===== src/sv/tcw_pkg.sv =====
// ----------------------------------------------------------------------------
// tcw_pkg: shared types and constants for the text console writer
// Buffer geometry, cell codes, and the command/status words that pass
// between the controller and the datapath.
// ----------------------------------------------------------------------------
`default_nettype none

package tcw_pkg;

    // Screen geometry
    localparam int TEXT_ROWS    = 25;
    localparam int TEXT_COLUMNS = 79;
    localparam int ROW_PITCH    = 80;
    localparam int CELL_COUNT   = TEXT_ROWS * ROW_PITCH;
    localparam int ADDR_W       = $clog2(CELL_COUNT);

    // Field widths
    localparam int ROW_W  = 5;
    localparam int COL_W  = 7;
    localparam int CHAR_W = 8;
    localparam int CELL_W = 16;

    typedef logic [ROW_W-1:0]  row_t;
    typedef logic [COL_W-1:0]  col_t;
    typedef logic [ADDR_W-1:0] addr_t;
    typedef logic [CHAR_W-1:0] char_t;
    typedef logic [CELL_W-1:0] cell_t;

    // Cell codes
    localparam char_t NEWLINE_CODE = 8'h0A;
    localparam char_t SPACE_CODE   = 8'h20;
    localparam char_t ATTR_RESET   = 8'h1F;
    localparam cell_t RESET_CELL   = 16'h1F20;

    localparam row_t  LAST_ROW  = row_t'(TEXT_ROWS - 1);
    localparam col_t  LAST_COL  = col_t'(TEXT_COLUMNS - 1);
    localparam addr_t LAST_ADDR = addr_t'(CELL_COUNT - 1);
    localparam addr_t PITCH_A   = addr_t'(ROW_PITCH);

    // Operation codes
    localparam logic OP_PUT  = 1'b0;
    localparam logic OP_READ = 1'b1;

    // Controller to datapath
    typedef struct packed {
        logic clear_en;   // write reset cell at clear pointer
        logic capture;    // latch the input word
        logic exec;       // run the put or issue the read
        logic copy_en;    // issue one scroll copy read
        logic blank_en;   // blank one bottom-row cell
        logic load_out;   // load the result register
    } tcw_cmd_t;

    // Datapath to controller
    typedef struct packed {
        logic clear_last;
        logic need_scroll;
        logic copy_last;
        logic col_last;
    } tcw_stat_t;

    // Linear cell address of (row, col)
    function automatic addr_t cell_addr(input row_t row, input col_t col);
        cell_addr = addr_t'(addr_t'(row) * PITCH_A + addr_t'(col));
    endfunction

endpackage

`default_nettype wire


===== src/sv/tcw_ctrl.sv =====
// ----------------------------------------------------------------------------
// tcw_ctrl: sequencer for the text console writer
// Runs the post-reset clear pass, steps through one word at a time,
// sequences scroll copy and bottom-row blanking, and owns the handshakes.
// ----------------------------------------------------------------------------
`default_nettype none

module tcw_ctrl (
    input  wire logic               aclk,
    input  wire logic               aresetn,
    input  wire logic               s_valid,
    output logic                    s_ready,
    output logic                    m_valid,
    input  wire logic               m_ready,
    input  wire tcw_pkg::tcw_stat_t stat,
    output tcw_pkg::tcw_cmd_t       cmd
);
    import tcw_pkg::*;

    typedef enum logic [2:0] {
        ST_CLEAR,
        ST_IDLE,
        ST_EXEC,
        ST_SCROLL,
        ST_DRAIN,
        ST_BLANK,
        ST_FINISH
    } state_t;

    state_t state_reg, state_next;
    logic   s_ready_reg, s_ready_next;
    logic   m_valid_reg, m_valid_next;
    logic   out_free;

    assign out_free = !m_valid_reg || m_ready;

    // Next state and commands
    always_comb begin
        state_next = state_reg;
        cmd        = '0;
        unique case (state_reg)
            ST_CLEAR: begin
                cmd.clear_en = 1'b1;
                if (stat.clear_last) state_next = ST_IDLE;
            end
            ST_IDLE: begin
                if (s_valid) begin
                    cmd.capture = 1'b1;
                    state_next  = ST_EXEC;
                end
            end
            ST_EXEC: begin
                cmd.exec   = 1'b1;
                state_next = stat.need_scroll ? ST_SCROLL : ST_FINISH;
            end
            ST_SCROLL: begin
                cmd.copy_en = 1'b1;
                if (stat.copy_last) state_next = ST_DRAIN;
            end
            // last copy write lands here
            ST_DRAIN: begin
                state_next = ST_BLANK;
            end
            ST_BLANK: begin
                cmd.blank_en = 1'b1;
                if (stat.col_last) state_next = ST_FINISH;
            end
            ST_FINISH: begin
                if (out_free) begin
                    cmd.load_out = 1'b1;
                    state_next   = ST_IDLE;
                end
            end
            default: state_next = ST_CLEAR;
        endcase
    end

    // Handshake flags
    always_comb begin
        s_ready_next = (state_next == ST_IDLE);
        m_valid_next = m_valid_reg;
        if (m_valid_reg && m_ready) m_valid_next = 1'b0;
        if (cmd.load_out) m_valid_next = 1'b1;
    end

    always_ff @(posedge aclk) begin
        if (!aresetn) begin
            state_reg   <= ST_CLEAR;
            s_ready_reg <= 1'b0;
            m_valid_reg <= 1'b0;
        end else begin
            state_reg   <= state_next;
            s_ready_reg <= s_ready_next;
            m_valid_reg <= m_valid_next;
        end
    end

    assign s_ready = s_ready_reg;
    assign m_valid = m_valid_reg;

endmodule

`default_nettype wire


===== config.mk =====
export PLATFORM = sky130hd
export DESIGN_NAME = tcw_ctrl
export DESIGN_NICKNAME = d
export VERILOG_FILES = /design/src/sv/tcw_pkg.sv /design/src/sv/tcw_ctrl.sv
export SDC_FILE = /design/constraint.sdc
export NUM_CORES = 1
export LEC_CHECK = 0
export BUFFER_PORTS_ARGS = -buffer_cell sky130_fd_sc_hd__buf_2
export CORE_AREA = 4 4 41 43
export CTS_BUF_LIST = sky130_fd_sc_hd__clkbuf_8
export DETAILED_ROUTE_END_ITERATION = 7
export DIE_AREA = 0 0 45 47
export SLEW_MARGIN = 40
export SYNTH_ARGS = -nofsm -noshare
export SYNTH_HDL_FRONTEND = slang
export SYNTH_SLANG_ARGS = --single-unit

===== constraint.sdc =====
create_clock -name aclk -period 2.41 [get_ports aclk]
set_input_delay 0.241 -clock aclk [delete_from_list [all_inputs] [get_ports aclk]]
set_output_delay 0.241 -clock aclk [all_outputs]
set_load 0.02 [all_outputs]

==> summary.md, run 1 <==
| Metric | Value |
|---|---|
| Clock latency on the worst-skew pair | `0.22 ns` |
| Post-synth EDFFs | `0` |
| Post-synthesis sequential area ratio | `27.78%` |
| Post-DP HPWL | `666.1 um` |
| Crit end category | `output pin` |
| Port buffer count | `15` |
| Final setup margin | `0.7849 ns` |
| Clk slew on worst S/H paths | `0.04 ns` |
| Synthesized Nets | `51` |
| I/O pins | `16` |
| Clock Skew | `0.003264 ns` |
| Hold_buf cts | `0` |
| # rows | `13` |
| Root buffer cell | `clkbuf_8` |
| Final setup TNS | `0 ns` |
| Starting Density | `27.69%` |
| Setup Viol. Count Final | `0` |
| Crit path time final | `1.625 ns` |
| DR WL/cell | `11.74 um` |
| Final Hold Vio Count | `0` |
| Signal arrival time at the worst endpoint | `1.38 ns` |
| Setup CP Type | `reg2out` |
| Placed cell count | `69` |
| First-pass GRT wire length | `1283 um` |
| Area grow syn2layout | `30.90%` |
| Crit share post-route | `67.43%` |
| Post-CTS Setup Bufs | `0` |
| Post-Layout Cell Count | `73` |
| Clock buffer depth | `2` |
| Antenna violations before repair | `0` |
| Die width | `45 um` |
| Leakage | `0.2043 nW` |
| Via count | `341` |
| Vias in the first global route | `310` |
| CP required | `2.17 ns` |
| Die ar. | `2115 um^2` |
| Met2 GRT Util | `14.97%` |
| TritonRoute pass-1 iters | `2` |
| Max_cap viols | `0` |
| Post-CTS Resized | `0` |
| GRT Total Usage | `8.452%` |
| Largest net degree at the start of global routing | `12` |
| GRT busiest layer | `met2` |
| Share of total power in combinational logic | `25.6%` |
| Met3 Use GR | `2.299%` |
| Cell internal pwr | `0.2392 mW` |
| CP startpoint kind | `flip-flop` |
| Yosys cell types | `23` |
| Met1 Track Usage GR | `9.545%` |
| Total wire length | `857 um` |
| Routed Antenna Nets | `0` |
| Register bit total from synthesis | `5` |
| Flop pwr share | `31.9%` |
| Vias per cell | `4.671` |
| Slew HR | `71.46%` |
| Most used DFF post-synth | `dfxtp_1` |
| Max reg flops | `3` |
| Worst Hold Class | `in2reg` |
| Max H-tree Level | `1` |
| Sw Ratio | `30.55%` |
| Cells after Synth | `43` |
| RSZ-0062 raised after global routing | `false` |
| Critical Path Fanout Max | `10` |
| Worst vdd ir | `0.0003180 V` |
| DP Worst Slack | `0.9896 ns` |
| CORE AREA | `1301 um^2` |
| Slew @ Worst Pin | `0.4275 ns` |
| Share of cells above drive strength 1 | `41.38%` |
| Pwr/cell area | `730.3 nW/um^2` |
| Clock buffer count from CTS | `3` |
| Yosys warning total | `0` |
| Sink Count | `5` |
| Antenna Cells | `0` |
| Hold Slack | `0.2481 ns` |
| Gr ovfl total | `0` |
| Pins Over Slew Limit | `0` |
| Clock power share | `42.5%` |
| Nets | `67` |
| F_max | `615.4 MHz` |
| Final core utilization | `36.25%` |
| Status | `finished clean` |
| DR DRC count | `0` |
| GP Congestion | `0.7431` |
| Asr flop ratio synth | `0%` |
| CTS tree | `done` |
| Synth Area per Inst | `8.380 um^2` |
| Mapped Area | `360.3 um^2` |
| Switching power | `0.1052 mW` |
| Initial DRC count | `6` |
| Die height | `47 um` |
[logic make-up after synthesis]
group / Yosys count / synth area share (%)
mux: 1 / 2.778
buf+inv: 5 / 8.678
compound gates: 13 / 29.16
flops: 5 / 27.78
simple gates: 19 / 31.60
[layer usage]
metal / share of wire (%) / vias up
met3: 5.3 / 0
met2: 47 / 11
met5: 0 / -
li1: - / 182
met1: 48 / 148
met4: 0 / 0
[critical path, cell delays in order (launching register included)]
cell and delay [ns]:
dfxtp_1 0.57, nand2_1 0.21, nor3_1 0.19, buf_2 0.20
[metrics by stage]
stage / power (mW) / instance area [um^2]
CTS: 0.3500 / 471.7
global placement: 0.1989 / 426.7
finish: 0.3445 / 471.7
global route: 0.3665 / 471.7
floorplan: 0.1776 / 360.3
detailed placement: 0.1996 / 426.7
[power groups by stage]
stage / Combinational, mW / Sequential, mW / Clock, mW
after floorplan: 0.0782 / 0.0994 / 0
after global placement: 0.0881 / 0.111 / 0
after detailed placement: 0.0887 / 0.111 / 0
after CTS: 0.0895 / 0.110 / 0.150
after global routing: 0.0970 / 0.111 / 0.158
final: 0.0883 / 0.110 / 0.146
[worst paths after layout]
kind                           startpoint                    to  slack, ns  cells past startpoint
setup / recovery  state_reg[2]$_SDFF_PN0_                cmd[0]       0.78                      3
hold / removal                    aresetn  m_valid$_SDFFE_PN0P_       0.25                      2
setup reg to reg  state_reg[0]$_SDFF_PN0_    s_ready$_SDFF_PN0_       1.04                      4
hold reg to reg      m_valid$_SDFFE_PN0P_  m_valid$_SDFFE_PN0P_       0.68                      2
[final cells by class]
type                    count  area, um^2
inverters                   1       3.754
repair buffers             15       75.07
clock buffers               3       41.29
flip-flops and latches      5       100.1
multi-input cells          33       229.0
well taps                  15       18.77
fillers                   149       829.5
clock inverters             1       3.754
[Yosys cell counts, drive strengths merged (2+ instances only)]
cell	count	area, um^2
a211oi	2	25.02
nand2	2	7.510
buf	4	27.52
dfxtp	5	100.1
nor3	3	15.01
nand2b	3	26.27
nor3b	2	15.01
o21ai	2	10.00
nor2	5	18.77
a21oi	5	25.02
[cell usage in the layout, fill, tap and decap left out]
cell       instances
nor3_1             3
o21a_1             1
buf_2             15
and3_1             1
inv_2              1
mux2i_1            1
clkbuf_8           3
a21oi_1            5
nor2_1             5
a31oi_4            1
nand2_1            2
nand2b_1           2
nor2b_1            1
a211oi_2           2
inv_1              1
nand2b_4           1
nor4_2             1
dfxtp_1            5
o21ai_0            1
o21ai_1            1
o2bb2ai_1          1
o211ai_1           1
or3_1              1
nor3b_1            2
Note: power is estimated with default switching activity, not from simulation.
==> inputs of run 2 (changes only) <==
==> constraint.sdc (replaced) <==
create_clock -name aclk -period 1.65 [get_ports aclk]
set_input_delay 0.165 -clock aclk [delete_from_list [all_inputs] [get_ports aclk]]
set_output_delay 0.165 -clock aclk [all_outputs]
set_load 0.02 [all_outputs]
==> run 2 against run 1 <==
Compared with the run above:
- sequential power rose by 45%
- total power rose by 50%
- flip-flop and latch count did not move
- critical path type unchanged
- largest cell class unchanged
- sequential share of layout area did not move
- highest routed layer is now met4
- setup slack got worse by 0.62 ns
- critical path depth did not move
- routed wire length fell by 1.8%
==> summary.md, run 2 (synthesized netlist as in run 1, its figures left out) <==
| Metric | Value |
|---|---|
| Worst Hold Class | `in2reg` |
| Setup Viol. Count Final | `0` |
| Commonest non-fill, non-tap cell in the layout | `buf_2` |
| Crit end category | `output pin` |
| Hold Slack | `0.1633 ns` |
| Placed inst area | `426.7 um^2` |
| Root buffer cell | `clkbuf_8` |
| Post-CTS Setup Bufs | `0` |
| Max H-tree Level | `1` |
| Pins Over Slew Limit | `0` |
| First-pass GRT wire length | `1290 um` |
| Critical Path Fanout Max | `10` |
| Die ar. | `2115 um^2` |
| Worst Hold Launch | `aresetn` |
| Slew HR | `73.53%` |
| Overall power | `0.5168 mW` |
| FF/Latch Area | `100.1 um^2` |
| CP startpoint kind | `flip-flop` |
| Vias per cell | `4.781` |
| Starting Density | `27.69%` |
| CP top delay family | `flip-flops` |
| CORE AREA | `1301 um^2` |
| I/O pins | `16` |
| Setup CP Type | `reg2out` |
| TritonRoute pass-1 iters | `2` |
| Clock buffer depth | `2` |
| Die width | `45 um` |
| Antenna Cells | `0` |
| CTS tree | `done` |
| Die height | `47 um` |
| F_max | `674.4 MHz` |
| Crit path cell chain | `nand2_1 > nor3_1 > buf_2` |
| Max_cap viols | `0` |
| Cell area after layout | `471.7 um^2` |
| Fillers | `154` |
| Worst path slowest cell | `dfxtp_1` |
| Critical R2R Launch | `state_reg[0]$_SDFF_PN0_` |
| Initial DRC count | `4` |
| Port buffer count | `15` |
| GP Congestion | `0.7739` |
| Largest net degree at the start of global routing | `12` |
| Slew @ Worst Pin | `0.3965 ns` |
| Signal arrival time at the worst endpoint | `1.32 ns` |
| Final setup margin | `0.1671 ns` |
| Clock Skew | `0.001609 ns` |
| Leakage | `0.2043 nW` |
| Area grow syn2layout | `30.90%` |
| Nets | `67` |
| Final Hold Vio Count | `0` |
| Routed Antenna Nets | `0` |
| R2R depth | `4` |
| RSZ-0062 raised after global routing | `false` |
| DP Worst Slack | `0.2789 ns` |
| Clk slew on worst S/H paths | `0.04 ns` |
| Worst vdd ir | `0.0002875 V` |
| Post-CTS Resized | `0` |
| Status | `finished clean` |
| Via count | `349` |
| Hold path cells | `2` |
| Max reg flops | `3` |
| Hold_buf cts | `0` |
| Worst reg2reg setup slack | `0.26 ns` |
| Worst path bufs/invs | `1` |
| Crit share post-route | `89.87%` |
| Share of cells above drive strength 1 | `41.38%` |
| Crit path time final | `1.483 ns` |
| GRT Total Usage | `8.623%` |
| DR WL/cell | `11.53 um` |
| Hold Path End | `m_valid$_SDFFE_PN0P_` |
| Vias in the first global route | `298` |
| Final setup TNS | `0 ns` |
| CP required | `1.48 ns` |
| Clock buffer count from CTS | `3` |
| Pwr/cell area | `1096 nW/um^2` |
| Commonest cells after routing, fill and taps aside | `buf_2 (15), nor2_1 (5), a21oi_1 (5), dfxtp_1 (5)` |
| Multi-input logic area | `229.0 um^2` |
| # rows | `13` |
| CP max stage delay | `0.55 ns` |
| Total wire length | `842 um` |
| Clock latency on the worst-skew pair | `0.22 ns` |
| Antenna violations before repair | `0` |
| Gr ovfl total | `0` |
| Post-DP HPWL | `648.1 um` |
| Sink Count | `5` |
| FF-to-FF End | `s_ready$_SDFF_PN0_` |
| DR DRC count | `0` |
run 2: cell counts in the layout (fill, tap and decap cells not counted):
Identical to the previous run, type by type.
run 2: area by class of cell:
type | count | area share, %
Tap cell | 15 | 3.979
Timing Repair Buffer | 15 | 15.92
Clock inverter | 1 | 0.7958
Inverter | 1 | 0.7958
Multi-Input combinational cell | 33 | 48.54
Clock buffer | 3 | 8.753
Sequential cell | 5 | 21.22
run 2: per-stage QoR:
stage	utilization, %	instances
2_1_floorplan	-	43
3_3_place_gp	32.79	69
3_5_place_dp	32.79	69
4_1_cts	36.25	73
5_1_grt	36.25	73
6_report	36.25	73
run 2: routing by layer:
layer | vias to the layer above | wire (um) | share of wire, % | track usage, %
li1 | 185 | - | - | -
met1 | 151 | 399 | 47 | 11.87
met2 | 11 | 360 | 43 | 11.86
met3 | 2 | 56 | 6.7 | 1.149
met4 | 0 | 25 | 3.0 | 7.018
met5 | - | 0 | 0 | 0
run 2: worst max-delay path by stage:
stage | startpoint | endpoint | slack (ns) | depth (start not counted)
after floorplan | state_reg[0]$_SDFF_PN0_ | cmd[1] | 0.45 | 3
after global placement | state_reg[0]$_SDFF_PN0_ | s_ready$_SDFF_PN0_ | 0.27 | 4
after detailed placement | state_reg[0]$_SDFF_PN0_ | s_ready$_SDFF_PN0_ | 0.28 | 4
after CTS | state_reg[2]$_SDFF_PN0_ | cmd[0] | 0.16 | 3
after global routing | state_reg[2]$_SDFF_PN0_ | cmd[0] | 0.03 | 3
final | state_reg[2]$_SDFF_PN0_ | cmd[0] | 0.17 | 3
run 2: where the power goes:
| part | switching (mW) | total, mW | internal [mW] | leakage [nW] |
|---|---|---|---|---|
| combinational | 0.0734 | 0.129 | 0.0560 | 0.136 |
| clock | 0.0671 | 0.227 | 0.160 | 0.0269 |
| sequential | 0.0260 | 0.160 | 0.134 | 0.0409 |
